[src/rtl/mrr_pkg.sv]
// Shared constants and types for the Miller-Rabin round block.
`timescale 1ns / 1ps
`default_nettype none
package mrr_pkg;
	localparam int WIDTH = 64;
	localparam int CNT_W = $clog2(WIDTH + 1);

	// Operands and modulus handed to the modular multiplier.
	typedef struct packed {
		logic [WIDTH-1:0] a;
		logic [WIDTH-1:0] b;
		logic [WIDTH-1:0] n;
	} mul_req_t;
endpackage
`default_nettype wire

[src/rtl/mrr_mulmod.sv]
// Bit-serial shift-add modular multiplier, one multiplier bit per cycle.
`timescale 1ns / 1ps
`default_nettype none
module mrr_mulmod import mrr_pkg::*; (
	input  wire logic             clk,
	input  wire logic             arst_n,
	input  wire logic             start,
	input  wire mul_req_t         req,
	output logic                  done,
	output logic [WIDTH-1:0]      result
);
	logic [WIDTH-1:0] a_q, b_q, n_q, r_q;
	logic [CNT_W-1:0] cnt_q;
	logic             busy_q;
	logic [WIDTH:0]   dbl, dbl_red, add;
	logic [WIDTH-1:0] r_dbl, r_next;

	always_comb begin
		dbl     = {r_q, 1'b0};
		dbl_red = (dbl >= {1'b0, n_q}) ? dbl - {1'b0, n_q} : dbl;
		r_dbl   = dbl_red[WIDTH-1:0];
		add     = {1'b0, r_dbl} + {1'b0, a_q};
		if (b_q[WIDTH-1]) begin
			r_next = (add >= {1'b0, n_q}) ? WIDTH'(add - {1'b0, n_q}) : add[WIDTH-1:0];
		end else begin
			r_next = r_dbl;
		end
	end

	always_ff @(posedge clk or negedge arst_n) begin
		if (!arst_n) begin
			busy_q <= 1'b0;
			done   <= 1'b0;
			cnt_q  <= '0;
		end else begin
			done <= 1'b0;
			if (start) begin
				busy_q <= 1'b1;
				cnt_q  <= CNT_W'(WIDTH);
			end else if (busy_q) begin
				cnt_q <= cnt_q - 1'b1;
				if (cnt_q == CNT_W'(1)) begin
					busy_q <= 1'b0;
					done   <= 1'b1;
				end
			end
		end
	end

	always_ff @(posedge clk) begin
		if (start) begin
			a_q <= req.a;
			b_q <= req.b;
			n_q <= req.n;
			r_q <= '0;
		end else if (busy_q) begin
			r_q <= r_next;
			b_q <= {b_q[WIDTH-2:0], 1'b0};
		end
	end

	assign result = r_q;
endmodule
`default_nettype wire

[src/rtl/miller_rabin_round.sv]
// Top level of the Miller-Rabin round: control sequencer and stream ports.
`timescale 1ns / 1ps
`default_nettype none
// One Miller-Rabin round per transfer. Candidate n and witness a arrive on the
// slave stream; one verdict leaves on the master stream. Candidates 0, 1, 4 are
// composite and 2, 3 prime; these skip the multiplier and set decided_trivially.
// Otherwise the witness is reduced mod n (one bit per cycle), n-1 is split into
// d*2^s by shifting one bit per cycle, a^d mod n is formed by right-to-left
// square-and-multiply, then up to s-1 squarings follow. Every modular product
// runs through one shared bit-serial multiplier; a round needs up to about
// 2*WIDTH products. One item is in work at a time; the input side opens again
// only once the previous verdict has transferred.
module miller_rabin_round import mrr_pkg::*; (
	input  wire logic         clk,
	input  wire logic         arst_n,
	input  wire logic         s_axis_tvalid,
	output logic              s_axis_tready,
	input  wire logic [127:0] s_axis_tdata,  // candidate [63:0], witness [127:64]
	output logic              m_axis_tvalid,
	input  wire logic         m_axis_tready,
	output logic [7:0]        m_axis_tdata   // probably_prime [0], decided_trivially [1]
);
	typedef enum logic [3:0] {
		S_IDLE, S_RED, S_SPLIT, S_POW, S_MUL_ACC, S_MUL_SQ, S_CHECK, S_SQ, S_SQ_W, S_OUT
	} state_t;

	state_t           state_q;
	logic [WIDTH-1:0] n_q, nm1_q, a_q, d_q, acc_q, base_q, rem_q;
	logic [CNT_W-1:0] s_q, cnt_q, i_q;
	logic             prime_q, triv_q;
	logic             mul_start;
	mul_req_t         mul_req;
	logic             mul_done;
	logic [WIDTH-1:0] mul_res;
	logic [WIDTH:0]   rem_sh;
	logic [WIDTH-1:0] n_in, a_in;

	assign n_in = s_axis_tdata[WIDTH-1:0];
	assign a_in = s_axis_tdata[64 +: WIDTH];
	assign s_axis_tready = (state_q == S_IDLE) && !m_axis_tvalid;
	assign rem_sh = {rem_q, a_q[WIDTH-1]};

	mrr_mulmod u_mul (
		.clk    (clk),
		.arst_n (arst_n),
		.start  (mul_start),
		.req    (mul_req),
		.done   (mul_done),
		.result (mul_res)
	);

	always_comb begin
		mul_start = 1'b0;
		mul_req   = '{a: acc_q, b: base_q, n: n_q};
		unique case (state_q)
			S_POW: begin
				mul_start = (d_q != '0);
				if (d_q[0]) mul_req = '{a: acc_q, b: base_q, n: n_q};
				else        mul_req = '{a: base_q, b: base_q, n: n_q};
			end
			S_MUL_ACC: begin
				// start the squaring of the base once the accumulate finishes
				mul_start = mul_done;
				mul_req   = '{a: base_q, b: base_q, n: n_q};
			end
			S_SQ: begin
				mul_start = 1'b1;
				mul_req   = '{a: acc_q, b: acc_q, n: n_q};
			end
			default: ;
		endcase
	end

	always_ff @(posedge clk or negedge arst_n) begin
		if (!arst_n) begin
			state_q       <= S_IDLE;
			m_axis_tvalid <= 1'b0;
			m_axis_tdata  <= '0;
			n_q           <= '0;
			nm1_q         <= '0;
			a_q           <= '0;
			d_q           <= '0;
			acc_q         <= '0;
			base_q        <= '0;
			rem_q         <= '0;
			s_q           <= '0;
			cnt_q         <= '0;
			i_q           <= '0;
			prime_q       <= 1'b0;
			triv_q        <= 1'b0;
		end else begin
			if (m_axis_tvalid && m_axis_tready) m_axis_tvalid <= 1'b0;
			unique case (state_q)
				S_IDLE: if (s_axis_tvalid && s_axis_tready) begin
					// 2 and 3 only ever appear on the small-value path
					triv_q  <= (n_in <= WIDTH'(4));
					prime_q <= (n_in == WIDTH'(2)) || (n_in == WIDTH'(3));
					n_q    <= n_in;
					nm1_q  <= n_in - 1'b1;
					d_q    <= n_in - 1'b1;
					a_q    <= a_in;
					rem_q  <= '0;
					s_q    <= '0;
					cnt_q  <= CNT_W'(WIDTH);
					if (n_in <= WIDTH'(4)) begin
						state_q <= S_OUT;
					end else begin
						state_q <= S_RED;
					end
				end
				S_RED: begin
					// restoring reduction of the witness, one bit per cycle
					rem_q <= (rem_sh >= {1'b0, n_q}) ? WIDTH'(rem_sh - {1'b0, n_q})
					                                 : rem_sh[WIDTH-1:0];
					a_q   <= {a_q[WIDTH-2:0], 1'b0};
					cnt_q <= cnt_q - 1'b1;
					if (cnt_q == CNT_W'(1)) state_q <= S_SPLIT;
				end
				S_SPLIT: begin
					base_q <= rem_q;
					acc_q  <= WIDTH'(1);
					if (!d_q[0]) begin
						d_q <= d_q >> 1;
						s_q <= s_q + 1'b1;
					end else begin
						state_q <= S_POW;
					end
				end
				S_POW: begin
					if (d_q == '0)      state_q <= S_CHECK;
					else if (d_q[0])    state_q <= S_MUL_ACC;
					else                state_q <= S_MUL_SQ;
					i_q <= CNT_W'(1);
				end
				S_MUL_ACC: if (mul_done) begin
					acc_q   <= mul_res;
					state_q <= S_MUL_SQ;
				end
				S_MUL_SQ: if (mul_done) begin
					base_q  <= mul_res;
					d_q     <= d_q >> 1;
					state_q <= S_POW;
				end
				S_CHECK: begin
					if (acc_q == WIDTH'(1) || acc_q == nm1_q) begin
						prime_q <= 1'b1;
						state_q <= S_OUT;
					end else if (i_q >= s_q) begin
						state_q <= S_OUT;
					end else begin
						state_q <= S_SQ;
					end
				end
				S_SQ: state_q <= S_SQ_W;
				S_SQ_W: if (mul_done) begin
					acc_q <= mul_res;
					i_q   <= i_q + 1'b1;
					// a squaring that reaches 1 ends the round as composite
					if (mul_res == WIDTH'(1))   state_q <= S_OUT;
					else if (mul_res == nm1_q) begin
						prime_q <= 1'b1;
						state_q <= S_OUT;
					end else if (i_q + 1'b1 >= s_q) state_q <= S_OUT;
					else state_q <= S_SQ;
				end
				S_OUT: if (!m_axis_tvalid) begin
					m_axis_tvalid <= 1'b1;
					m_axis_tdata  <= {6'b0, triv_q, prime_q};
					state_q       <= S_IDLE;
				end
				default: state_q <= S_IDLE;
			endcase
		end
	end
endmodule
`default_nettype wire
[config.mk]
export PLATFORM = sky130hd
export DESIGN_NAME = miller_rabin_round
export DESIGN_NICKNAME = d
export VERILOG_FILES = /design/src/rtl/mrr_pkg.sv /design/src/rtl/mrr_mulmod.sv /design/src/rtl/miller_rabin_round.sv
export SDC_FILE = /design/constraint.sdc
export NUM_CORES = 2
export LEC_CHECK = 0
export BUFFER_PORTS_ARGS = -buffer_cell sky130_fd_sc_hd__clkbuf_2
export CAP_MARGIN = 20
export CORE_MARGIN = 2
export CORE_UTILIZATION = 35
export CTS_BUF_LIST = sky130_fd_sc_hd__clkbuf_8
export CTS_CLUSTER_SIZE = 40
export DETAILED_ROUTE_END_ITERATION = 8
export HOLD_SLACK_MARGIN = 0.08
export PLACE_DENSITY = 0.53
export SYNTH_ARGS = -nofsm -noshare
export SYNTH_HDL_FRONTEND = slang
export SYNTH_SLANG_ARGS = --single-unit
export TNS_END_PERCENT = 50
[constraint.sdc]
create_clock -name clk -period 20.3 [get_ports clk]
set_clock_uncertainty 0.05 [all_clocks]
set_input_delay 1.015 -clock clk [delete_from_list [all_inputs] [get_ports clk]]
set_output_delay 1.015 -clock clk [all_outputs]
set_load 0.01 [all_outputs]
==> reports/metrics.yaml <==
placed_design:
  dp.cells: 7734
  gp_congestion: 0.993
  dp_hpwl_mm: 161
  io_buffers: 135
timing:
  finalSetupTns_ns: 0
  final_hold_viol_count: 0
  tightest_slew_ns: 1.15
  finalMaxSlewViolations: 0
  fmax_mhz: 88.0
  rsz0062_at_grt: "no"
  timing.final.crit_share_pct: 56.0
  setup_viol: 0
  layout_min_cycle_time_ns: 11.36
  max_slew_margin_pct: 22.1
logic_synthesis:
  yosysWarnings: 0
  synth_area_leaders: "dfrtp_1 (24%), edfxtp_1 (11%), ha_1 (6.9%)"
  synth_edf_count: 192
  ys_seq_area_share_pct: 37.7
  synth.most_common_cell: "nand2_1"
  async_reset_ff_share_pct: 65.5
  synth_top_area_cell: "dfrtp_1"
  syn_area_um2: 51000
  yosys-top-cells-count: "nand2_1 (898), o21ai_0 (527), dfrtp_1 (487)"
  ys_ff_latch: 743
  yosysTopAreaCellShare_pct: 23.9
  netlist_instances: 5962
  ys_types: 98
  ys.flop_type: "dfrtp_1"
  syn_avg_cell_area_um2: 8.55
global_routing:
  grt_max_degree: 128
  grt_pass1_wl_mm: 304
  grt_pass1_vias: 43900
  grt-ovfl-total: 0
  antenna_found_initial: 9
  grt_util_all_layers_pct: 27.7
pwr:
  switching_share_pct: 24.6
  ir_worst_vdd_mv: 0.0620
  clkPwrFrac_pct: 48.3
  power_density_nw_per_um2: 54.9
  power_frac_seq_pct: 49.6
  p_int_w: 0.00232
  combPwrFrac_pct: 2.1
  p_leak_nw: 27.0
  p_switching_w: 0.000757
setup_path:
  cp.arrival_ns: 12.09
  critPathSlowestCell: "a211oi_1"
  end_kind: "flop"
  path_max_fanout: 70
  startpoint_type: "flop"
  max_stage_delay_ns: 0.77
  required_ns: 21.02
  crit_type: "flop to flop"
  reg2reg_depth: 32
  cp_common_cell: "buf_4"
clock_tree:
  postCtsHoldBufs: 0
  clock_path_buffers: 3
  cts_setup_buffers: 0
  cts_buffers: 137
  htreeDepth: 4
  clock_sinks: 743
  cts-root-buf: "clkbuf_8"
  cts_resized: 0
  clk_pin_slew_worst_paths_ns: 0.06
  cts_tree: "done"
  clock_latency_ns: 0.89
final_layout:
  syn2layout_area_growth_pct: 10.1
  fin_nets: 6375
  layoutNonFillerInstCount: 7990
  final_core_util_pct: 38.7
  drive_above_1_share_pct: 9.22
  fillers: 14900
floorplan:
  die_w_um: 386
  io_pins: 142
  coreArea_um2: 145000
  die_y_um: 386
  initial_utilization_pct: 35.1
  fp-row-count: 140
  die_area_um2: 149000
run:
  drv_cap: 0
route:
  num_vias: 46100
  drtIter0Drc: 4571
  drc: 0
  postRouteAntennaNets: 0
  drt-total-wl_mm: 210
  dr.pass1.iters: 8
  wire_per_inst_um: 26.3
  post_drt_via_cell_ratio: 5.76
outcome:
  status: "completed"
min_path:
  min_path_type: "primary input to asynchronous set/reset pin"
state kept, by name, indices dropped and copies added, names as in the netlist, 2 cells and up:
register	flops
a_q	64
acc_q	64
base_q	64
d_q	64
n_q	64
nm1_q	64
rem_q	64
u_mul.a_q	64
u_mul.b_q	64
u_mul.n_q	64
u_mul.result	64
cnt_q	7
i_q	7
s_q	7
u_mul.cnt_q	7
state_q	4
m_axis_tdata	2
cells in the final DEF, fill, tap and decap left out, types with 17 or more instances in the layout:
| master | count |
|---|---|
| o211ai_1 | 36 |
| xor2_1 | 182 |
| o21a_1 | 41 |
| ha_1 | 280 |
| buf_4 | 59 |
| nand3_1 | 174 |
| a211oi_1 | 43 |
| mux2_2 | 77 |
| nand2b_1 | 35 |
| xnor2_1 | 252 |
| or3_1 | 32 |
| dfrtp_1 | 487 |
| inv_1 | 265 |
| a31o_2 | 25 |
| clkbuf_8 | 155 |
| a31oi_1 | 67 |
| nor2_1 | 372 |
| o31ai_1 | 22 |
| a22oi_1 | 73 |
| o21ai_0 | 527 |
| o21bai_1 | 47 |
| edfxtp_1 | 192 |
| o22ai_1 | 60 |
| dfxtp_1 | 64 |
| nor2b_1 | 30 |
| nand4_1 | 110 |
| nand2_1 | 895 |
| a21o_1 | 127 |
| a211o_1 | 17 |
| clkbuf_2 | 134 |
| mux2i_1 | 182 |
| and3_1 | 39 |
| nor3_1 | 73 |
| a21oi_1 | 464 |
| nor4_1 | 96 |
stage by stage:
stage	hold slack [ns]	worst slack (ns)	cell area (µm²)	total power (W)
finish	0.140	8.94	56100	0.00308
global route	0.155	8.35	56100	0.00318
CTS	0.0971	9.04	56100	0.00311
detailed placement	0.390	9.06	53300	0.00162
global placement	0.384	9.14	53300	0.00162
floorplan	0.375	12.12	51000	0.00157
cell type report:
cell class                 instances  area (µm²)  area share [%]
tap                             1917        2400            4.27
antenna                            7        17.5          0.0312
clock buffer                     155        2130            3.80
clock inverter                    91         594            1.06
multi-input combinational       4657       29700            52.9
timing repair buffer             199        1200            2.14
sequential                       743       19200            34.3
inverter                         221         835            1.49
power groups by stage:
| stage | Combinational [W] | Clock (W) | Sequential, W |
|---|---|---|---|
| 2_1_floorplan | 0.0000116 | 0 | 0.00156 |
| 3_3_place_gp | 0.0000637 | 0 | 0.00156 |
| 3_5_place_dp | 0.0000640 | 0 | 0.00156 |
| 4_1_cts | 0.0000642 | 0.00152 | 0.00153 |
| 5_1_grt | 0.0000697 | 0.00158 | 0.00153 |
| 6_report | 0.0000633 | 0.00149 | 0.00153 |
layer usage:
layer / wire length (µm) / share of wire, % / global-route usage [%] / up-vias
met1: 95300 / 45 / 38.8 / 22500
met2: 91000 / 43 / 41.9 / 1724
li1: - / - / - / 21500
met3: 12800 / 6.1 / 3.89 / 320
met4: 10700 / 5.1 / 13.6 / 4
met5: 27 / 0.013 / 0 / -
kinds of logic (layout without fill, tap and decap cells):
logic type / Yosys count / after routing / share of synthesized area, %
compound gates: 1724 / 1724 / 20.8
xor+xnor: 434 / 434 / 7.46
fa+ha+maj: 284 / 284 / 7.03
buf+inv: 567 / 666 / 4.37
flops: 743 / 743 / 37.7
mux: 259 / 259 / 5.28
other cells: 1 / 13 / 0.00736
simple gates: 1950 / 1950 / 17.3
worst max-delay path: cells and delay by family (launching register included):
kind	cells	cell delay [ns]
AOI/OAI and AO/OA	15	4.17
xor gates and xnor gates	1	0.18
adders and majority gates	3	1.26
buffers and inverters	5	2.37
DFF	1	0.36
muxes	2	0.81
and+or+nand+nor	6	1.88
worst paths after layout:
path | startpoint | endpoint | slack, ns
setup / recovery | u_mul.n_q[58] | u_mul.result[25] | 8.94
hold / removal | arst_n | a_q[45] | 0.14
setup reg to reg | u_mul.n_q[58] | u_mul.result[25] | 8.94
hold reg to reg | n_q[42] | u_mul.n_q[42] | 0.37
max in group asynchronous | arst_n | base_q[2] | 16.92
min in group clk | s_axis_tdata[69] | a_q[5] | 0.32
Power figures use the tool's default switching activity.
